### src/rtl/pfr_pkg.sv
// shared types, constants and helpers for the planar frame rotation block
package pfr_pkg;

    localparam int DATA_WIDTH = 32;
    localparam int WIDE       = 64;
    localparam int NORM_W     = 31;
    localparam int LEN_W      = 32;
    localparam int COEF_W     = 32;
    localparam int COEF_FRAC  = 30;
    localparam int FIFO_DEPTH = 4;

    typedef enum logic [1:0] {
        CMD_VEC_TO_ELEM   = 2'd0,
        CMD_VEC_TO_GLOBAL = 2'd1,
        CMD_BLK_TO_ELEM   = 2'd2,
        CMD_BLK_TO_GLOBAL = 2'd3
    } cmd_t;

    typedef logic signed [DATA_WIDTH-1:0] data_t;
    typedef logic signed [WIDE-1:0]       wide_t;
    typedef logic signed [COEF_W-1:0]     coef_t;
    typedef logic [WIDE-1:0]              mag_t;
    typedef logic [NORM_W-1:0]            norm_t;

    typedef struct packed {
        cmd_t  cmd;
        data_t node0_x;
        data_t node0_y;
        data_t node1_x;
        data_t node1_y;
        data_t blk_00;
        data_t blk_01;
        data_t blk_10;
        data_t blk_11;
    } in_t;

    typedef struct packed {
        data_t out_00;
        data_t out_01;
        data_t out_10;
        data_t out_11;
        logic  degenerate;
    } out_t;

    typedef struct packed {
        cmd_t  cmd;
        logic  sx;
        logic  sy;
        logic  degen;
        mag_t  ux;
        mag_t  uy;
        data_t b00;
        data_t b01;
        data_t b10;
        data_t b11;
    } front_t;

    typedef struct packed {
        cmd_t  cmd;
        logic  sx;
        logic  sy;
        logic  degen;
        norm_t nx;
        norm_t ny;
        data_t b00;
        data_t b01;
        data_t b10;
        data_t b11;
    } job_t;

    typedef struct packed {
        cmd_t  cmd;
        logic  degen;
        coef_t p00;
        coef_t p01;
        coef_t p10;
        coef_t p11;
    } rot_side_t;

    typedef struct packed {
        cmd_t  cmd;
        logic  degen;
        wide_t t00;
        wide_t t10;
    } vec_side_t;

    function automatic logic is_block(cmd_t c);
        return (c == CMD_BLK_TO_ELEM) || (c == CMD_BLK_TO_GLOBAL);
    endfunction

    function automatic logic is_to_elem(cmd_t c);
        return (c == CMD_VEC_TO_ELEM) || (c == CMD_BLK_TO_ELEM);
    endfunction

endpackage

### src/rtl/pfr_fifo.sv
// short queue of classified jobs between front end and back end
module pfr_fifo #(
    parameter int DEPTH = pfr_pkg::FIFO_DEPTH
) (
    input  logic           clk,
    input  logic           rst_n,
    input  logic           push,
    input  pfr_pkg::job_t  push_job,
    output logic           full,
    input  logic           pop,
    output pfr_pkg::job_t  pop_job,
    output logic           empty
);

    localparam int AW = (DEPTH > 1) ? $clog2(DEPTH) : 1;
    localparam int CW = $clog2(DEPTH + 1);

    pfr_pkg::job_t mem [DEPTH];
    logic [AW-1:0] wr_ptr_reg, rd_ptr_reg;
    logic [CW-1:0] count_reg;
    logic do_push, do_pop;

    assign full    = (count_reg == CW'(DEPTH));
    assign empty   = (count_reg == '0);
    assign do_push = push && !full;
    assign do_pop  = pop && !empty;
    assign pop_job = mem[rd_ptr_reg];

    always_ff @(posedge clk or negedge rst_n)
    begin
        if (!rst_n)
        begin
            wr_ptr_reg <= '0;
            rd_ptr_reg <= '0;
            count_reg  <= '0;
        end
        else
        begin
            if (do_push)
                wr_ptr_reg <= (wr_ptr_reg == AW'(DEPTH-1)) ? '0 : wr_ptr_reg + 1'b1;
            if (do_pop)
                rd_ptr_reg <= (rd_ptr_reg == AW'(DEPTH-1)) ? '0 : rd_ptr_reg + 1'b1;
            if (do_push && !do_pop)
                count_reg <= count_reg + 1'b1;
            else if (do_pop && !do_push)
                count_reg <= count_reg - 1'b1;
        end
    end

    always_ff @(posedge clk)
    begin
        if (do_push)
            mem[wr_ptr_reg] <= push_job;
    end

endmodule

### config.mk
export PLATFORM = sky130hd
export DESIGN_NAME = pfr_fifo
export DESIGN_NICKNAME = d
export VERILOG_FILES = /design/src/rtl/pfr_pkg.sv /design/src/rtl/pfr_fifo.sv
export SDC_FILE = /design/constraint.sdc
export NUM_CORES = 1
export LEC_CHECK = 0
export BUFFER_PORTS_ARGS = -buffer_cell sky130_fd_sc_hd__buf_2
export CELL_PAD_IN_SITES_DETAIL_PLACEMENT = 0
export CELL_PAD_IN_SITES_GLOBAL_PLACEMENT = 1
export CORE_MARGIN = 2
export CORE_UTILIZATION = 30
export CTS_CLUSTER_SIZE = 14
export DETAILED_ROUTE_END_ITERATION = 12
export PLACE_DENSITY = 0.52
export SLEW_MARGIN = 15
export SYNTH_ARGS = -nofsm -noshare
export SYNTH_HDL_FRONTEND = slang
export SYNTH_SLANG_ARGS = --single-unit
### constraint.sdc
create_clock -name clk -period 24.7 [get_ports clk]
set_input_delay 2.47 -clock clk [delete_from_list [all_inputs] [get_ports clk]]
set_output_delay 2.47 -clock clk [all_outputs]
set_load 0.05 [all_outputs]
==> impl_metrics.py, run 1 <==
metrics = {
    "layout": {
        "final_common_cell": "edfxtp_1",
        "layout_common_cells": "edfxtp_1 (780), buf_2 (395), mux4_2 (195)",
        "largest_reg_flops": 780,
        "area_delta_synth_final_pct": 21.4,
        "layout-drive-gt1-share": 0.464,
        "nNetsFinal": 1718,
    },
    "worst_setup_path": {
        "worst-path-max-fanout": 102,
        "critPathRequiredTime_ps": 22230,
        "path_class": "reg -> out",
        "path_cells": "buf_12 > buf_4 > mux4_2 > buf_2",
        "crit_arrival_ps": 3820,
        "crit_path_max_incr_delay_ps": 830,
        "endpoint_kind": "output port",
        "startpoint_type": "flip-flop",
        "crit_slowest_cell": "buf_4",
    },
    "timing": {
        "finalSetupViolations": 0,
        "slew_headroom": 0.327,
        "worst_slew_pin_slew_ps": 1010,
        "rsz0062_at_grt": "no",
        "fin_skew_ps": 18.2,
        "min_period_ps": 6290,
        "slew_violations": 0,
        "max_freq_mhz": 159,
        "fin_crit_sh": 0.255,
        "tns_ps": 0,
        "setup_ws_ps": 18410,
        "hold_viol_final": 0,
    },
    "synthesis": {
        "synthesis.nets": 1262,
        "ys_warn_count": 0,
        "synth_top_area_share": 0.820,
        "syn_inst": 1056,
        "yosysSeqAreaShare": 0.826,
        "synth.area.top_cells": "edfxtp_1 (82%), mux4_2 (15%), buf_6 (0.63%), dfrtp_1 (0.61%), buf_2 (0.39%)",
        "ys_seq_elements": 787,
        "yosys.area.top_type": "edfxtp_1",
        "syn-cell-area_sq_mm": 0.0286,
        "synth_cell_types": 20,
        "syn_area_per_cell_sq_um": 27.0,
    },
    "route": {
        "first_iter_violations": 773,
        "ant_nets": 0,
        "firstDrtPassIters": 4,
        "drc_errors": 0,
        "wl_um": 61400,
        "viasPerCell": 4.47,
        "wl_per_cell_um": 21.5,
        "vias": 12700,
    },
    "cts": {
        "cts_buffers": 87,
        "postCtsSetupBuffers": 0,
        "clock-sinks": 787,
        "clk_path_buf_depth": 3,
        "post_cts_resized": 0,
        "clkLatencyLatePin_ps": 640,
        "htreeDepth": 3,
        "clkTransAtPathRegs_ps": 60,
        "cts_tree": "built",
        "cts_hold_repair.buffers": 0,
        "cts_root_buf": "clkbuf_16",
    },
    "grt": {
        "grtUsageTotal": 0.125,
        "grt_pass1_vias": 13700,
        "grt.overflow.total": 0,
        "grt_max_degree": 130,
        "antenna_found_initial": 15,
        "grt_pass1_wl_um": 91200,
    },
    "power_and_ir_drop": {
        "ir_drop_mv": 0.0952,
        "pwr_density_cell_mw_per_mm2": 140,
        "leakagePower_nw": 11.5,
    },
    "run": {
        "maxCapViolations": 0,
    },
    "floorplan": {
        "initial_core_util": 0.301,
        "die_h_um": 313,
        "die_area_sq_mm": 0.0977,
        "pin_count": 396,
        "core_area_sq_mm": 0.0947,
        "rows": 113,
        "die_width_um": 313,
    },
    "place": {
        "globalplace.congestion": 0.715,
        "post-place-ws_ps": 18810,
        "hpwl_um": 36500,
        "portBuffers": 395,
    },
    "min_path": {
        "hold_path_class": "reg -> reg",
    },
    "outcome": {
        "outcome": "complete, no violations",
    },
}
[worst paths after layout]
kind / from / endpoint / slack, ps / cells past startpoint
setup / recovery: rd_ptr_reg[0]$_DFFE_PN0P_ / pop_job[133] / 18410 / 4
hold / removal: count_reg[2]$_DFFE_PN0P_ / count_reg[2]$_DFFE_PN0P_ / 520 / 1
setup reg to reg: count_reg[2]$_DFFE_PN0P_ / mem[1][115]$_DFFE_PP_ / 20900 / 5
hold reg to reg: count_reg[2]$_DFFE_PN0P_ / count_reg[2]$_DFFE_PN0P_ / 520 / 1
max in group asynchronous: rst_n / rd_ptr_reg[0]$_DFFE_PN0P_ / 22860 / 1
min in group asynchronous: rst_n / count_reg[2]$_DFFE_PN0P_ / 1660 / 1
[cell type report]
| type | instances | area, sq um |
|---|---|---|
| Fill cell | 8777 | 60100 |
| Sequential cell | 787 | 23600 |
| Multi-Input combinational cell | 222 | 4650 |
| Clock buffer | 111 | 2330 |
| Timing Repair Buffer | 411 | 2130 |
| Tap cell | 1265 | 1580 |
| Clock inverter | 45 | 340 |
| Inverter | 3 | 11.3 |
| Antenna cell | 4 | 10.0 |
[power breakdown]
group          leakage, nW  switching [W]  total (W)  internal [W]
clock                 1.28       0.000502    0.00121      0.000707
combinational         2.99        0.00130    0.00181      0.000507
sequential            7.22      0.0000751    0.00184       0.00176
[stage by stage]
stage                     cells  hold WS, ps  utilization  total power (W)  area (sq um)
final                      2848          516        0.366          0.00486         34700
after global placement     2688          497        0.338          0.00372         32000
after detailed placement   2688          509        0.338          0.00373         32000
after floorplan            1056          477            -          0.00332         28600
after global routing       2845          536        0.366          0.00508         34700
after CTS                  2844          524        0.366          0.00496         34700
[layer usage]
metal,track usage,up-vias,part of all wire
met5,0,-,0.0025
met4,0.0406,24,0.020
met3,0.0440,103,0.076
met2,0.206,374,0.50
met1,0.155,6692,0.40
li1,-,5538,-
[worst max-delay path: cells and delay by family, from the launching register on]
family                 cells  cell delay (ps)
flip-flops                 1              620
buffers and inverters      3             1750
multiplexers               1              620
[logic make-up (layout without fill, tap and decap cells)]
kind of cell,after synthesis,after routing,synth area share
flip-flops,787,787,0.826
multiplexers,199,199,0.155
buffers and inverters,47,570,0.0113
AND/OR/NAND/NOR,11,11,0.00219
adder cells (fa/ha/maj),7,7,0.00333
XOR/XNOR,3,3,0.000920
AO/OA/AOI/OAI,2,2,0.000526
other,0,4,0
[synth_stat cells]
| cell | count |
|---|---|
| fa_1 | 1 |
| o31ai_1 | 1 |
| clkbuf_1 | 6 |
| and2_1 | 3 |
| buf_6 | 16 |
| xnor2_1 | 1 |
| ha_1 | 6 |
| nand2_1 | 1 |
| edfxtp_1 | 780 |
| mux2_2 | 4 |
| buf_2 | 22 |
| nor3b_2 | 1 |
| mux4_2 | 195 |
| dfrtp_1 | 7 |
| nor2b_1 | 1 |
| nor3_1 | 2 |
| a21o_1 | 1 |
| inv_1 | 3 |
| xor2_1 | 2 |
| nor2_1 | 3 |
(Power assumes the default switching activity.)
==> inputs of run 2 (changes only) <==
==> constraint.sdc (replaced) <==
create_clock -name clk -period 6.05 [get_ports clk]
set_input_delay 0.605 -clock clk [delete_from_list [all_inputs] [get_ports clk]]
set_output_delay 0.605 -clock clk [all_outputs]
set_load 0.05 [all_outputs]
==> run 2 against run 1 <==
  * Design area is 0.40% higher
  * Sequential cell count stayed put
  * Count of clock-buffer cells in the layout is 5 higher
  * Via count hardly changed
  * Final cell count hardly changed
  * Critical path depth is 1 lower
  * Global-route usage is 0.15 points lower
  * Sequential power grew to 4.1 times the previous value
  * Die area stayed put
  * Wire length is 0.70% lower
  * Critical endpoint is now pop_job[121]
  * Core utilization is 0.15 points higher
  * Combinational power grew to 4.1 times the previous value
==> impl_metrics.py, run 2 (synthesis results as in run 1) <==
metrics = {
    "grt": {
        "grtUsageTotal": 0.124,
        "grt.overflow.total": 0,
        "grt_pass1_vias": 13800,
        "grt_max_degree": 112,
        "antenna_found_initial": 18,
        "grt_pass1_wl_um": 90300,
    },
    "timing": {
        "hold_viol_final": 0,
        "fin_crit_sh": 0.611,
        "min_period_ps": 3700,
        "fin_skew_ps": 23.4,
        "max_freq_mhz": 270,
        "finalSetupViolations": 0,
        "slew_violations": 0,
        "worst_slew_pin_slew_ps": 1100,
        "slew_headroom": 0.264,
        "rsz0062_at_grt": "no",
    },
    "min_path": {
        "holdPathEnd": "mem[3][165]$_DFFE_PP_",
        "hold_path_class": "in -> reg",
        "worstHoldPathCells": 1,
        "worstHoldStart": "push_job[165]",
    },
    "route": {
        "firstDrtPassIters": 6,
        "drc_errors": 0,
        "ant_nets": 0,
        "viasPerCell": 4.47,
        "wl_per_cell_um": 21.4,
        "vias": 12700,
        "wl_um": 60900,
        "first_iter_violations": 696,
    },
    "power_and_ir_drop": {
        "seq_power_share": 0.373,
        "pwr_density_cell_mw_per_mm2": 574,
        "internal_power_w": 0.0123,
        "ir_drop_mv": 0.319,
        "leakagePower_nw": 11.5,
        "pwr-share-clk": 0.251,
        "switching_share": 0.385,
        "combPwrFrac": 0.375,
        "p_switching_w": 0.00771,
    },
    "run": {
        "maxCapViolations": 0,
    },
    "cts": {
        "cts_tree": "built",
        "clkTransAtPathRegs_ps": 60,
        "cts_root_buf": "clkbuf_16",
        "clkLatencyLatePin_ps": 640,
        "postCtsSetupBuffers": 0,
        "htreeDepth": 3,
        "clk_path_buf_depth": 3,
        "clock-sinks": 787,
        "cts_buffers": 87,
    },
    "worst_setup_path": {
        "startpoint_type": "flip-flop",
        "r2r_end": "mem[3][75]$_DFFE_PP_",
        "crit_slowest_cell": "dfrtp_4",
        "critPathTopFamily": "flip-flops",
        "critical_path_cell_count": 3,
        "r2r_cells": 5,
        "crit_path_max_incr_delay_ps": 860,
        "path_cells": "buf_12 > mux4_2 > buf_2",
        "critPathRequiredTime_ps": 5440,
        "r2r_start": "wr_ptr_reg[0]$_DFFE_PN0P_",
        "crit_start": "rd_ptr_reg[0]$_DFFE_PN0P_",
        "critPathBufInv": 2,
        "crit_arrival_ps": 3090,
        "path_class": "reg -> out",
        "worst-path-max-fanout": 75,
        "rrSetupSlack_ps": 3510,
        "endpoint_kind": "output port",
    },
    "floorplan": {
        "die_area_sq_mm": 0.0977,
        "core_area_sq_mm": 0.0947,
        "die_h_um": 313,
        "die_width_um": 313,
        "initial_core_util": 0.301,
        "pin_count": 396,
        "rows": 113,
    },
    "layout": {
        "largest_reg_flops": 780,
        "fin_area_sq_mm": 0.0348,
        "layout_common_cells": "edfxtp_1 (780), buf_2 (395), mux4_2 (195)",
        "final_util": 0.367,
        "final_common_cell": "edfxtp_1",
        "nNetsFinal": 1717,
        "layout-drive-gt1-share": 0.461,
        "area_delta_synth_final_pct": 21.9,
    },
    "place": {
        "portBuffers": 395,
        "dpl_cell_area_sq_mm": 0.0321,
        "globalplace.congestion": 0.687,
        "hpwl_um": 34600,
    },
    "outcome": {
        "outcome": "complete, no violations",
    },
}
run 2: area by class of cell:
class | instances | area [sq um]
Antenna cell | 4 | 10.0
Tap cell | 1265 | 1580
Timing Repair Buffer | 410 | 2230
Fill cell | 8741 | 59900
Multi-Input combinational cell | 222 | 4650
Inverter | 3 | 11.3
Clock inverter | 42 | 365
Clock buffer | 116 | 2350
Sequential cell | 787 | 23600
run 2: stage by stage:
stage / worst slack (ps) / cells / hold slack [ps] / setup TNS [ps] / power [W]
global route: 2100 / 2848 / 118 / 0 / 0.0209
floorplan: -2.44 / 1056 / 309 / -1420 / 0.0135
detailed placement: 2910 / 2686 / 458 / 0 / 0.0153
finish: 2350 / 2849 / 173 / 0 / 0.0200
CTS: 2180 / 2845 / 94.7 / 0 / 0.0204
global placement: 2920 / 2686 / 451 / 0 / 0.0152
run 2: per-layer routing:
| metal | wire length [um] | track usage | vias to the layer above |
|---|---|---|---|
| met5 | 172 | 0 | - |
| met4 | 1720 | 0.0439 | 28 |
| met3 | 4810 | 0.0499 | 137 |
| met2 | 29600 | 0.201 | 355 |
| met1 | 24600 | 0.149 | 6665 |
| li1 | - | - | 5537 |
run 2: worst register-to-register path, cell delays in order (launching register included):
cell	delay (ps)
dfrtp_1	410
ha_1	200
nand2_1	90
nor2_4	120
buf_4	470
buf_4	790
run 2: what timing repair did:
item / CTS / global route
gates resized for setup: 0 / 0
setup endpoints to repair: 0 / 0
hold buffers: 1 / 0
hold endpoints to repair: 7 / 0
run 2: power groups by stage:
stage / sequential [W] / combinational (W) / clock, W
after floorplan: 0.00764 / 0.00585 / 0
after global routing: 0.00756 / 0.00790 / 0.00543
after CTS: 0.00749 / 0.00771 / 0.00523
after global placement: 0.00754 / 0.00771 / 0
after detailed placement: 0.00760 / 0.00770 / 0
final: 0.00747 / 0.00750 / 0.00502
run 2: worst max-delay path by stage:
stage                     endpoint  slack (ps)
2_1_floorplan  mem[1][0]$_DFFE_PP_          -2
3_3_place_gp           pop_job[43]        2920
3_5_place_dp           pop_job[43]        2910
4_1_cts                pop_job[43]        2180
5_1_grt               pop_job[121]        2100
6_report              pop_job[121]        2350
==> inputs of run 3 (changes only) <==
==> constraint.sdc (replaced) <==
create_clock -name clk -period 3.65 [get_ports clk]
set_input_delay 0.365 -clock clk [delete_from_list [all_inputs] [get_ports clk]]
set_output_delay 0.365 -clock clk [all_outputs]
set_load 0.05 [all_outputs]
==> run 3 against run 2 <==
  * Core utilization up 2.3 points
  * Sequential cell count did not move
  * Wire length rose by 5.4%
  * Clock skew decreased by 8.2 ps
  * Sequential power increased by 66%
  * Sequential share of layout area shrank 4.0 points
  * Total power up 68%
  * Worst setup slack lost 1700 ps
==> impl_metrics.py, run 3 (synthesis results as in run 1) <==
metrics = {
    "floorplan": {
        "pin_count": 396,
        "die_area_sq_mm": 0.0977,
        "initial_core_util": 0.301,
        "core_area_sq_mm": 0.0947,
        "rows": 113,
        "die_width_um": 313,
        "die_h_um": 313,
    },
    "route": {
        "wl_met1_um": 27100,
        "wl_um": 64200,
        "met3_length_um": 4150,
        "top_layer": "met5",
        "ant_nets": 0,
        "met2_length_um": 31400,
        "first_iter_violations": 1026,
        "drc_errors": 0,
        "firstDrtPassIters": 4,
        "vias": 13600,
        "viasPerCell": 4.43,
        "wl_per_cell_um": 20.9,
    },
    "timing": {
        "setup_ws_ps": 658,
        "worst_slew_pin_slew_ps": 850,
        "fin_skew_ps": 15.1,
        "slew_headroom": 0.433,
        "finalSetupViolations": 0,
        "min_period_ps": 2990,
        "slew_violations": 0,
        "hold_viol_final": 0,
        "max_freq_mhz": 334,
        "fin_crit_sh": 0.820,
        "rsz0062_at_grt": "no",
    },
    "cts": {
        "cts_root_buf": "clkbuf_16",
        "clkLatencyLatePin_ps": 630,
        "cts_tree": "built",
        "htreeDepth": 3,
        "cts_buffers": 86,
        "clock-sinks": 787,
        "clk_path_buf_depth": 3,
        "clkTransAtPathRegs_ps": 60,
    },
    "layout": {
        "fillers": 8611,
        "layout-drive-gt1-share": 0.423,
        "nNetsFinal": 1937,
        "final_util": 0.390,
        "largest_reg_flops": 780,
        "layout_common_cells": "edfxtp_1 (780), buf_2 (395), dlygate4sd3_1 (196)",
        "area_delta_synth_final_pct": 29.5,
        "final_common_cell": "edfxtp_1",
        "regArea_sq_mm": 0.0236,
        "multi_input_area_sq_mm": 0.00466,
    },
    "outcome": {
        "outcome": "complete, no violations",
    },
    "grt": {
        "grtUsageTotal": 0.131,
        "grt_pass1_vias": 15300,
        "grt.overflow.total": 0,
        "antenna_found_initial": 5,
        "grt_max_degree": 99,
        "grt_pass1_wl_um": 95900,
    },
    "worst_setup_path": {
        "endpoint_kind": "output port",
        "worst-path-max-fanout": 41,
        "startpoint_type": "flip-flop",
        "critPathRequiredTime_ps": 3280,
        "crit_arrival_ps": 2630,
        "path_class": "reg -> out",
    },
    "power_and_ir_drop": {
        "leakagePower_nw": 12.5,
        "internal_power_w": 0.0206,
        "p_switching_w": 0.0130,
        "pwr-share-clk": 0.247,
        "combPwrFrac": 0.383,
        "ir_drop_mv": 0.521,
        "switching_share": 0.386,
        "pwr_density_cell_mw_per_mm2": 907,
        "seq_power_share": 0.370,
    },
    "place": {
        "portBuffers": 395,
        "post-place-ws_ps": 1190,
        "hpwl_um": 39200,
        "globalplace.congestion": 0.682,
    },
    "run": {
        "maxCapViolations": 0,
    },
    "min_path": {
        "hold_path_class": "in -> async",
    },
}
-- run 3: what timing repair did --
item,CTS,global route
resized for setup,0,0
hold endpoints to repair,787,0
hold buffers,196,0
setup buffers,0,0
-- run 3: cell type report --
type	count	share of cell area
Sequential cell	787	0.638
Multi-Input combinational cell	222	0.126
Timing Repair Buffer	631	0.120
Clock buffer	107	0.0609
Tap cell	1265	0.0428
Clock inverter	51	0.0121
Inverter	3	0.000304
Antenna cell	1	0.0000677
-- run 3: power groups by stage --
stage               combinational [W]  clock, W  sequential, W
finish                         0.0128   0.00830         0.0124
global route                   0.0135   0.00894         0.0126
CTS                            0.0132   0.00860         0.0125
detailed placement             0.0130         0         0.0126
global placement               0.0130         0         0.0125
floorplan                     0.00972         0         0.0124
-- run 3: final timing paths --
path | slack (ps) | cells after the start | from | endpoint
min | 120 | 2 | rst_n | count_reg[2]$_DFFE_PN0P_
max reg2reg | 1250 | 4 | count_reg[0]$_DFFE_PN0P_ | mem[2][83]$_DFFE_PP_
max | 660 | 3 | rd_ptr_reg[1]$_DFFE_PN0P_ | pop_job[1]
min reg2reg | 520 | 1 | count_reg[2]$_DFFE_PN0P_ | count_reg[2]$_DFFE_PN0P_
min in group clk | 170 | 3 | pop | rd_ptr_reg[0]$_DFFE_PN0P_
max in group asynchronous | 3330 | 2 | rst_n | rd_ptr_reg[0]$_DFFE_PN0P_
-- run 3: stage by stage --
stage	std cells	hold slack (ps)	cell area (sq um)	power (W)	TNS, ps
after global routing	3066	87.0	37000	0.0350	0
after floorplan	1056	69.4	28600	0.0221	-60890
final	3067	121	37000	0.0336	0
after detailed placement	2712	219	32300	0.0256	0
after global placement	2712	219	32300	0.0255	0
after CTS	3066	45.0	37000	0.0343	0
-- run 3: metal layers --
metal	global-route usage	vias to the layer above
li1	-	5979
met5	0	-
met3	0.0431	108
met1	0.167	7171
met2	0.215	331
met4	0.0388	6
-- run 3: critical path, cell delays in order (launching register included) --
cell,delay (ps)
dfrtp_4,880
buf_4,460
mux4_2,390
buf_2,230
