## src/rtl/pfr_pkg.sv

```systemverilog
// shared types, constants and helpers for the planar frame rotation block
package pfr_pkg;

    localparam int DATA_WIDTH = 32;
    localparam int WIDE       = 64;
    localparam int NORM_W     = 31;
    localparam int LEN_W      = 32;
    localparam int COEF_W     = 32;
    localparam int COEF_FRAC  = 30;
    localparam int FIFO_DEPTH = 4;

    typedef enum logic [1:0] {
        CMD_VEC_TO_ELEM   = 2'd0,
        CMD_VEC_TO_GLOBAL = 2'd1,
        CMD_BLK_TO_ELEM   = 2'd2,
        CMD_BLK_TO_GLOBAL = 2'd3
    } cmd_t;

    typedef logic signed [DATA_WIDTH-1:0] data_t;
    typedef logic signed [WIDE-1:0]       wide_t;
    typedef logic signed [COEF_W-1:0]     coef_t;
    typedef logic [WIDE-1:0]              mag_t;
    typedef logic [NORM_W-1:0]            norm_t;

    typedef struct packed {
        cmd_t  cmd;
        data_t node0_x;
        data_t node0_y;
        data_t node1_x;
        data_t node1_y;
        data_t blk_00;
        data_t blk_01;
        data_t blk_10;
        data_t blk_11;
    } in_t;

    typedef struct packed {
        data_t out_00;
        data_t out_01;
        data_t out_10;
        data_t out_11;
        logic  degenerate;
    } out_t;

    typedef struct packed {
        cmd_t  cmd;
        logic  sx;
        logic  sy;
        logic  degen;
        mag_t  ux;
        mag_t  uy;
        data_t b00;
        data_t b01;
        data_t b10;
        data_t b11;
    } front_t;

    typedef struct packed {
        cmd_t  cmd;
        logic  sx;
        logic  sy;
        logic  degen;
        norm_t nx;
        norm_t ny;
        data_t b00;
        data_t b01;
        data_t b10;
        data_t b11;
    } job_t;

    typedef struct packed {
        cmd_t  cmd;
        logic  degen;
        coef_t p00;
        coef_t p01;
        coef_t p10;
        coef_t p11;
    } rot_side_t;

    typedef struct packed {
        cmd_t  cmd;
        logic  degen;
        wide_t t00;
        wide_t t10;
    } vec_side_t;

    function automatic logic is_block(cmd_t c);
        return (c == CMD_BLK_TO_ELEM) || (c == CMD_BLK_TO_GLOBAL);
    endfunction

    function automatic logic is_to_elem(cmd_t c);
        return (c == CMD_VEC_TO_ELEM) || (c == CMD_BLK_TO_ELEM);
    endfunction

endpackage

```

## src/rtl/pfr_front.sv

```systemverilog
// front end: accepts items, forms node differences and normalizes them
module pfr_front (
    input  logic           clk,
    input  logic           rst_n,
    input  logic           item_valid,
    output logic           item_ready,
    input  pfr_pkg::in_t   item,
    output logic           push,
    input  logic           full,
    output pfr_pkg::job_t  push_job
);

    logic v1_reg, v2_reg, v3_reg;
    pfr_pkg::front_t f1_reg, f2_reg, f3_reg;
    pfr_pkg::front_t f1_next;
    logic en;

    // shift both magnitudes together until the top byte of the larger is nonzero
    function automatic pfr_pkg::front_t norm_coarse(pfr_pkg::front_t f);
        pfr_pkg::front_t r;
        pfr_pkg::mag_t o;
        r = f;
        o = r.ux | r.uy;
        if (o[pfr_pkg::WIDE-1 -: 32] == '0)
        begin
            r.ux = r.ux << 32; r.uy = r.uy << 32; o = o << 32;
        end
        if (o[pfr_pkg::WIDE-1 -: 16] == '0)
        begin
            r.ux = r.ux << 16; r.uy = r.uy << 16; o = o << 16;
        end
        if (o[pfr_pkg::WIDE-1 -: 8] == '0)
        begin
            r.ux = r.ux << 8; r.uy = r.uy << 8;
        end
        return r;
    endfunction

    function automatic pfr_pkg::front_t norm_fine(pfr_pkg::front_t f);
        pfr_pkg::front_t r;
        pfr_pkg::mag_t o;
        r = f;
        o = r.ux | r.uy;
        if (o[pfr_pkg::WIDE-1 -: 4] == '0)
        begin
            r.ux = r.ux << 4; r.uy = r.uy << 4; o = o << 4;
        end
        if (o[pfr_pkg::WIDE-1 -: 2] == '0)
        begin
            r.ux = r.ux << 2; r.uy = r.uy << 2; o = o << 2;
        end
        if (o[pfr_pkg::WIDE-1] == 1'b0)
        begin
            r.ux = r.ux << 1; r.uy = r.uy << 1;
        end
        return r;
    endfunction

    assign en         = !v3_reg || !full;
    assign item_ready = en;
    assign push       = v3_reg && !full;

    always_comb
    begin
        logic signed [pfr_pkg::DATA_WIDTH:0] dx, dy;
        logic [pfr_pkg::DATA_WIDTH:0] ax, ay;
        dx = {item.node1_x[pfr_pkg::DATA_WIDTH-1], item.node1_x}
           - {item.node0_x[pfr_pkg::DATA_WIDTH-1], item.node0_x};
        dy = {item.node1_y[pfr_pkg::DATA_WIDTH-1], item.node1_y}
           - {item.node0_y[pfr_pkg::DATA_WIDTH-1], item.node0_y};
        ax = dx[pfr_pkg::DATA_WIDTH] ? ~dx + 1'b1 : dx;
        ay = dy[pfr_pkg::DATA_WIDTH] ? ~dy + 1'b1 : dy;
        f1_next.cmd   = item.cmd;
        f1_next.sx    = dx[pfr_pkg::DATA_WIDTH];
        f1_next.sy    = dy[pfr_pkg::DATA_WIDTH];
        f1_next.ux    = pfr_pkg::WIDE'(ax[pfr_pkg::DATA_WIDTH-1:0]);
        f1_next.uy    = pfr_pkg::WIDE'(ay[pfr_pkg::DATA_WIDTH-1:0]);
        f1_next.degen = (ax == '0) && (ay == '0);
        f1_next.b00   = item.blk_00;
        f1_next.b01   = item.blk_01;
        f1_next.b10   = item.blk_10;
        f1_next.b11   = item.blk_11;
    end

    always_ff @(posedge clk or negedge rst_n)
    begin
        if (!rst_n)
        begin
            v1_reg <= 1'b0;
            v2_reg <= 1'b0;
            v3_reg <= 1'b0;
        end
        else if (en)
        begin
            v1_reg <= item_valid;
            v2_reg <= v1_reg;
            v3_reg <= v2_reg;
        end
    end

    always_ff @(posedge clk)
    begin
        if (en)
        begin
            f1_reg <= f1_next;
            f2_reg <= norm_coarse(f1_reg);
            f3_reg <= norm_fine(f2_reg);
        end
    end

    // top bits of the larger normalized word sit in [2^30, 2^31) unless both are zero
    always_comb
    begin
        push_job.cmd   = f3_reg.cmd;
        push_job.sx    = f3_reg.sx;
        push_job.sy    = f3_reg.sy;
        push_job.degen = f3_reg.degen;
        push_job.nx    = f3_reg.ux[pfr_pkg::WIDE-1 -: pfr_pkg::NORM_W];
        push_job.ny    = f3_reg.uy[pfr_pkg::WIDE-1 -: pfr_pkg::NORM_W];
        push_job.b00   = f3_reg.b00;
        push_job.b01   = f3_reg.b01;
        push_job.b10   = f3_reg.b10;
        push_job.b11   = f3_reg.b11;
    end

endmodule

```

## config.mk

```make
export PLATFORM = sky130hd
export DESIGN_NAME = pfr_front
export DESIGN_NICKNAME = d
export VERILOG_FILES = /design/src/rtl/pfr_pkg.sv /design/src/rtl/pfr_front.sv
export SDC_FILE = /design/constraint.sdc
export NUM_CORES = 1
export LEC_CHECK = 0
export BUFFER_PORTS_ARGS = -buffer_cell sky130_fd_sc_hd__buf_2
export CORE_ASPECT_RATIO = 0.8
export CORE_UTILIZATION = 50
export CTS_CLUSTER_SIZE = 24
export DETAILED_ROUTE_END_ITERATION = 12
export MAX_ROUTING_LAYER = met4
export PLACE_DENSITY = 0.75
export SETUP_SLACK_MARGIN = 0.5
export SYNTH_ARGS = -nofsm -noshare
export SYNTH_HDL_FRONTEND = slang
export SYNTH_SLANG_ARGS = --single-unit
```

## constraint.sdc

```tcl
create_clock -name clk -period 14.7 [get_ports clk]
set_input_delay 0.735 -clock clk [delete_from_list [all_inputs] [get_ports clk]]
set_output_delay 0.735 -clock clk [all_outputs]
set_load 0.03 [all_outputs]
```

==> results of run 1 <==
[synthesized netlist by cell type, drive strengths merged, types with 11 or more instances]
master    n  area (um2)
buf      25         136
nand2   112         420
and2     34         213
edfxtp  589       17700
or2      13        81.3
inv      89         334
o31ai    19         143
or3      20         135
mux2i   117        1170
ha       66         826
xor2     35         307
o21ai    99         495
nor3     35         201
a22o     18         158
o211ai   20         155
nand4    29         188
a21o     24         183
nor2    160         601
nand3    32         160
mux2     48         541
nor4     29         211
xnor2    61         534
and3     23         146
a21oi   145         741
a211oi   18         140
a31oi    12        90.1
nand2b   11        68.8
clkbuf   54         203
[area by class of cell]
cell class / instances / area [um2]
clock buffer: 70 / 1490
timing repair buffer: 471 / 2400
clock inverter: 36 / 485
fill: 4229 / 21600
inverter: 89 / 334
antenna: 5 / 12.5
sequential: 592 / 17800
tap: 741 / 927
multi-input combinational: 1328 / 9320
[logic make-up (layout without fill, tap and decap cells)]
group / Yosys count / after routing
muxes: 165 / 165
buffers and inverters: 168 / 666
xor gates and xnor gates: 96 / 96
AOI/OAI and AO/OA: 465 / 465
other: 0 / 5
DFF: 592 / 592
adders and majority gates: 68 / 68
and+or+nand+nor: 534 / 534
[worst max path at each step]
| stage | startpoint | endpoint | slack, ns |
|---|---|---|---|
| after detailed placement | item[202] | f1_reg[256] | 9.43 |
| after floorplan | full | v1_reg | 5.79 |
| after global placement | item[138] | f1_reg[256] | 9.32 |
| after global routing | item[137] | f1_reg[256] | 9.56 |
| final | item[160] | f1_reg[256] | 9.91 |
| after CTS | item[202] | f1_reg[256] | 10.01 |
[routing by layer]
layer	share of wire (%)	up-vias	wire [um]
met5	0	-	0
met4	2.1	0	1420
met3	6.3	105	4300
met2	47	754	32300
met1	45	9125	30500
li1	-	8927	-
[what timing repair did]
action | CTS | global route
endpoints found under the hold margin | 3 | 0
resized for setup | 0 | 0
setup buffers | 0 | 0
hold buffers | 1 | 0
endpoints found under the setup margin | 0 | 0
[power by group through the flow]
stage / combinational, W / clock, W / sequential (W)
floorplan: 0.000660 / 0 / 0.00299
global placement: 0.00141 / 0 / 0.00261
detailed placement: 0.00143 / 0 / 0.00263
CTS: 0.00144 / 0.00155 / 0.00260
global route: 0.00154 / 0.00162 / 0.00264
finish: 0.00144 / 0.00152 / 0.00260
[cell usage in the layout (no fill, tap or decap), types with 17 or more instances in the layout]
master / instances
a211oi_1: 17
a21o_1: 22
a21oi_1: 140
a22o_1: 18
and2_1: 34
and3_1: 21
buf_2: 458
clkbuf_16: 56
edfxtp_1: 589
ha_1: 66
inv_1: 89
mux2_2: 48
mux2i_1: 117
nand2_1: 111
nand3_1: 32
nand4_1: 28
nor2_1: 158
nor3_1: 31
nor4_1: 27
o211ai_1: 19
o21ai_0: 91
o31ai_1: 19
or3_1: 18
xnor2_1: 61
xor2_1: 35
[critical path, stage by stage]
cell      delay (ns)
buf_2           0.07
inv_1           0.03
ha_1            0.23
fa_1            0.42
nand2b_1        0.19
a21oi_1         0.42
o21ai_0         0.26
a21oi_1         0.35
xor2_1          0.25
nor3_4          0.38
nand3_1         0.17
or3_1           0.47
or3_4           0.38
or3_1           0.36
a211o_1         0.31
a211oi_2        0.18
[through the flow]
step | hold WS (ns) | power [W] | utilization, %
3_5_place_dp | 0.405 | 0.00406 | 56.6
4_1_cts | 0.251 | 0.00559 | 60.3
6_report | 0.293 | 0.00556 | 60.3
5_1_grt | 0.256 | 0.00579 | 60.3
3_3_place_gp | 0.400 | 0.00403 | 56.6
2_1_floorplan | 0.400 | 0.00365 | -
==> key figures, run 1 <==
Routing
  – WL per Instance: 20.6 um
  – DRC errors left: 0
  – DR vias: 18900
  – Initial drt markers: 1882
  – WL final: 68500 um
  – Antenna Violating Nets Remaining: 0
  – Drt via density: 5.68
  – DRT Pass-1 Iters: 7

Clock tree
  – Clk pin slew, worst setup/hold paths: 0.06 ns
  – Maximum level of the CTS H-tree: 2
  – Clk_lat worst skew: 0.62 ns
  – Clock root buffer: clkbuf_16
  – Clock sinks: 592
  – Clock Path Buffers: 3
  – CTS tree: yes
  – Number of buffers created by CTS: 56

Power and ir drop
  – Int Power: 0.00376 W
  – LEAKAGE: 12.6 nW
  – Clk pwr share: 27.4%
  – Pwr Density: 170 nW/um2
  – Switching Power: 0.00181 W
  – Maximum vdd ir drop: 0.115 mV
  – Sw Share: 32.5%
  – Flop pwr share: 46.8%
  – Combinational power share: 25.9%

STA
  – Final hold vios: 0
  – F_max: 209 MHz
  – Worst-margin pin slew: 1.12 ns
  – Clk_skew: 0.0442 ns
  – Period utilisation layout: 32.6%
  – Final setup margin: 9.91 ns
  – Final setup violation count: 0
  – TNS Setup: 0 ns
  – Final Slew Violations: 0
  – RSZ-0062 raised after global routing: false
  – Slew Limit Headroom: 25.4%
  – Post-layout min period: 4.79 ns

Synthesis
  – Mux cell area share after synthesis: 6.17%
  – Main combinational cell family by area after synthesis: compound AO/OA/AOI/OAI gates
  – Main flop type after synthesis: edfxtp_1
  – XOR/XNOR share of the synthesized area: 3.03%
  – Seq/Total Area, Yosys: 64.1%
  – Compound-Gate Fraction of Synth Area: 11.3%
  – Post-synthesis async set-or-reset flop share: 0.507%
  – Warnings, synthesis: 0
  – Syn nets: 2418
  – Synth Area per Inst: 13.3 um2
  – Number of synthesized flops with an enable pin: 589
  – Adder-cell share of the synthesized area: 3.12%
  – Post-Synth Simple-Gate Area: 9.88%
  – Cell area after synthesis: 27700 um2
  – Distinct cells, synth: 102
  – Synth Instances: 2088
  – Number of synthesized register bits: 592

Layout
  – Final cell count without fillers: 3332
  – Design Area, Final: 32700 um2
  – Share of layout cells above drive strength 1: 25.5%
  – P&R area growth vs syn: 18.1%
  – Nets: 2868

Global route
  – Largest net degree at the start of global routing: 175
  – First-pass GRT wire length: 102000 um
  – Met1 Track Usage GR: 33.2%
  – Antenna violations before repair: 4
  – Number of global-route vias before repair: 17800
  – Global-route track usage on met2: 37.8%
  – Global-route congestion overflow total: 0
  – GRT busiest layer: met2
  – M3 GR Usage: 3.25%
  – All-Layer GR Usage: 24.1%

Min path
  – Min-delay src: item[78]
  – Hold EP: f1_reg[78]
  – Cell depth of the worst min-delay path: 1
  – HP Class: in2reg

Placement
  – Number of port buffers: 458
  – Pre-CTS setup slack: 9.43 ns
  – Placed Area: 30700 um2
  – Gpl congestion: 0.920
  – Post-Place Cells: 3220
  – Dpl hpwl: 51500 um

Run
  – Max-cap violations: 0

Setup path
  – Reg2reg end: f1_reg[117]
  – R2R cell count: 4
  – Worst Path Required: 15.12 ns
  – Crit. End Element: flop
  – CP Data Arrival Time: 5.21 ns
  – Max Fanout on Critical Path: 8
  – R2r startpoint: v3_reg
  – Critical path class: in2reg
  – Startpoint Class: input pin
  – R2R setup slack: 10.59 ns

Floorplanning
  – Boundary Pins: 459
  – DIE AREA: 56400 um2
  – # rows: 76
  – Die width: 265 um
  – Core Region: 54300 um2
  – Die height: 213 um
  – Initial core utilization: 51.1%

Outcome
  – Status: finished, final reports clean
No activity file was read; power rests on OpenSTA's default activity.
==> run 2, diff against run 1 <==
- ABC_AREA: not set -> 1
- PLACE_DENSITY: 0.75 -> 0.74
- clock period: 14.7 -> 3.9 ns (I/O delays scaled with it)
==> run 2 against run 1 <==
First-iteration DRC count fell by 0.27%. Sequential power rose to 3.8 times the previous value. Largest power group unchanged. Sequential share of layout area fell by 4.6 points. Combinational power rose to 4.1 times the previous value. Highest routed layer unchanged. Cell count rose by 37%. Wire length increased by 8.8%. Clock-buffer cell count shrank 1. Clock power grew to 3.4 times the previous value. Total power rose to 3.8 times the previous value. Critical path type is now reg2reg.
==> key figures, run 2 <==
Layout
  – Most common cell after layout, fill and taps aside: nand2_1 (was edfxtp_1)
  – Nets: 4092 (was 2868)
  – Core Util, Final: 61.4% (was 60.3%)
  – Share of layout cells above drive strength 1: 18.4% (was 25.5%)
  – Most frequent cells in the layout: nand2_1, edfxtp_1, buf_2 (was edfxtp_1, buf_2, nor2_1)
  – P&R area growth vs syn: 21.3% (was 18.1%)
  – Fillers: 4816 (was 4229)

STA
  – Slew Limit Headroom: 43.9% (was 25.4%)
  – RSZ-0062 raised after global routing: false (unchanged)
  – TNS Setup: 0 ns (unchanged)
  – Final hold vios: 0 (unchanged)
  – Final setup violation count: 0 (unchanged)
  – Clk_skew: 0.0221 ns (was 0.0442 ns)
  – Post-layout min period: 3.13 ns
  – Min Hold Slack: 0.189 ns (was 0.293 ns)
  – Final Slew Violations: 0 (unchanged)
  – Worst-margin pin slew: 0.840 ns (was 1.12 ns)
  – Period utilisation layout: 80.4%
  – F_max: 319 MHz

Floorplanning
  – DIE AREA: 60000 um2 (was 56400 um2)
  – Initial core utilization: 50.6% (was 51.1%)
  – Core Region: 58200 um2 (was 54300 um2)
  – Boundary Pins: 459 (unchanged)
  – # rows: 79 (was 76)
  – Die width: 274 um (was 265 um)
  – Die height: 219 um (was 213 um)

Placement
  – Gpl congestion: 0.920 (unchanged)
  – Number of port buffers: 458 (unchanged)
  – Dpl hpwl: 55200 um (was 51500 um)

Clock tree
  – Clk_lat worst skew: 0.61 ns (was 0.62 ns)
  – Clk pin slew, worst setup/hold paths: 0.06 ns (about the same)
  – Clock root buffer: clkbuf_16 (unchanged)
  – Clock sinks: 592 (unchanged)
  – Maximum level of the CTS H-tree: 2 (unchanged)
  – CTS tree: yes (unchanged)
  – Number of buffers created by CTS: 57 (was 56)
  – Clock Path Buffers: 3 (unchanged)
  – Post-CTS Resized: 0 (unchanged)

Synthesis
  – Distinct cells, synth: 51 (was 102)
  – Dominant cells by area after synthesis: edfxtp_1, nand2_1, inv_1 (was edfxtp_1, mux2i_1, ha_1)
  – Syn nets: 3486 (was 2418)
  – Warnings, synthesis: 0 (unchanged)
  – Synth area leader: edfxtp_1 (unchanged)
  – Commonest cells post-synth: nand2_1, edfxtp_1, inv_1 (was edfxtp_1, nor2_1, a21oi_1)
  – Seq/Total Area, Yosys: 60.2% (was 64.1%)
  – Synth Area per Inst: 9.34 um2 (was 13.3 um2)
  – Cell area after synthesis: 29500 um2 (was 27700 um2)
  – Synth Instances: 3156 (was 2088)
  – Main flop type after synthesis: edfxtp_1 (unchanged)
  – Area share of the largest cell type after synthesis: 60.0% (was 63.8%)
  – Post-synthesis async set-or-reset flop share: 0.507% (unchanged)
  – Count leader, synth: nand2_1 (was edfxtp_1)
  – Number of synthesized flops with an enable pin: 589 (unchanged)
  – Number of synthesized register bits: 592 (unchanged)

Routing
  – DRC errors left: 0 (unchanged)
  – DR vias: 23000 (was 18900)
  – Drt via density: 5.03 (was 5.68)
  – WL per Instance: 16.3 um (was 20.6 um)
  – WL final: 74500 um (was 68500 um)
  – DRT Pass-1 Iters: 6 (was 7)
  – Initial drt markers: 1877 (was 1882)
  – Antenna Violating Nets Remaining: 0 (unchanged)

Setup path
  – R2r startpoint: f2_reg[252] (was v3_reg)
  – R2R cell count: 8 (was 4)
  – Startpoint Class: flop (was input pin)
  – Crit. End Element: flop (unchanged)
  – Reg2reg end: push_job[166] (was f1_reg[117])
  – Max Fanout on Critical Path: 42 (was 8)
  – CP Data Arrival Time: 3.42 ns (was 5.21 ns)
  – Worst Path Required: 4.18 ns (was 15.12 ns)
  – R2R setup slack: 0.77 ns (was 10.59 ns)
  – Critical path class: reg2reg (was in2reg)

Power and ir drop
  – Pwr Density: 585 nW/um2 (was 170 nW/um2)
  – Clk pwr share: 25.1% (was 27.4%)
  – Sw Share: 34.7% (was 32.5%)
  – Int Power: 0.0137 W (was 0.00376 W)
  – Flop pwr share: 46.6% (was 46.8%)
  – Switching Power: 0.00726 W (was 0.00181 W)
  – Combinational power share: 28.3% (was 25.9%)
  – Total Power: 0.0209 W (was 0.00556 W)
  – Maximum vdd ir drop: 0.734 mV (was 0.115 mV)
  – LEAKAGE: 16.5 nW (was 12.6 nW)

Global route
  – All-Layer GR Usage: 25.1% (was 24.1%)
  – Largest net degree at the start of global routing: 100 (was 175)
  – Antenna violations before repair: 1 (was 4)
  – First-pass GRT wire length: 114000 um (was 102000 um)
  – Global-route congestion overflow total: 0 (unchanged)
  – Number of global-route vias before repair: 20900 (was 17800)

Min path
  – HP Class: in2reg (unchanged)
  – Cell depth of the worst min-delay path: 3 (was 1)
  – Min-delay src: item[192] (was item[78])
  – Hold EP: f1_reg[128] (was f1_reg[78])

Run
  – Max-cap violations: 0 (unchanged)

Outcome
  – Status: finished, final reports clean (unchanged)
run 2: cell count changes in the layout (fill, tap and decap cells not counted), sizes merged, moves of 57 or more:
cell	previous run	this run
mux2i	117	2
dlygate4sd3	1	133
nor2	160	235
nand3	32	269
xnor2	61	4
inv	93	447
nand2	112	1087
run 2: worst max path at each step:
stage                startpoint             to  slack, ns  depth (start not counted)
CTS                 f2_reg[188]  push_job[166]       0.77                          8
global route        f2_reg[188]  push_job[169]       0.52                          8
global placement      item[160]    f1_reg[256]       0.49                         24
floorplan                v3_reg         v1_reg       0.57                          2
detailed placement    item[160]    f1_reg[256]       0.43                         24
finish              f2_reg[252]  push_job[166]       0.77                          8
run 2: cell type report:
cell class,instances,area (um2),area share [%]
multi-input combinational,2052,9770,27.3
tap,769,962,2.69
antenna,1,2.50,0.00700
timing repair buffer,612,3840,10.7
inverter,447,1680,4.69
clock buffer,69,1470,4.11
sequential,592,17800,49.7
clock inverter,31,279,0.780
run 2: timing repair:
| item | in CTS | in global routing |
|---|---|---|
| hold buffers | 133 | 0 |
| endpoints found under the hold margin | 134 | 0 |
| setup buffers | 0 | 0 |
run 2: power by group through the flow:
stage	Combinational (W)	Clock [W]	Sequential (W)
6_report	0.00592	0.00524	0.00975
5_1_grt	0.00647	0.00559	0.00989
4_1_cts	0.00588	0.00529	0.00972
3_5_place_dp	0.00574	0	0.00983
3_3_place_gp	0.00571	0	0.00975
2_1_floorplan	0.00264	0	0.0111
run 2: worst max-delay path, stage by stage (launching register included):
cell	delay, ns
edfxtp_1	0.43
or4_1	0.58
nor2_4	0.36
inv_1	0.49
or2_2	0.43
o21ai_0	0.12
nand2_1	0.08
o21ai_0	0.11
o21ai_0	0.21
run 2: cell families (layout without fill, tap and decap cells):
logic type / Yosys count / count (layout) / share of synthesized area (%)
and+or+nand+nor: 1694 / 1694 / 24.5
DFF: 592 / 592 / 60.2
buffers and inverters: 512 / 1159 / 6.78
AOI/OAI and AO/OA: 269 / 269 / 4.92
adders and majority gates: 68 / 68 / 2.94
xor gates and xnor gates: 18 / 18 / 0.535
muxes: 3 / 3 / 0.106
other: 0 / 1 / 0
run 2: per-layer routing:
layer | up-vias | GRT usage [%] | part of all wire, %
met5 | - | - | 0
met4 | 0 | 6.20 | 2.1
met3 | 99 | 2.94 | 6.3
met2 | 774 | 39.1 | 46
met1 | 10500 | 35.2 | 46
li1 | 11600 | - | -
run 2: metrics by stage:
| stage | instance area, um2 | setup slack (ns) | instances |
|---|---|---|---|
| detailed placement | 32700 | 0.426 | 4339 |
| global route | 35800 | 0.522 | 4573 |
| finish | 35800 | 0.765 | 4573 |
| global placement | 32700 | 0.488 | 4339 |
| floorplan | 29500 | 0.566 | 3156 |
| CTS | 35800 | 0.772 | 4572 |
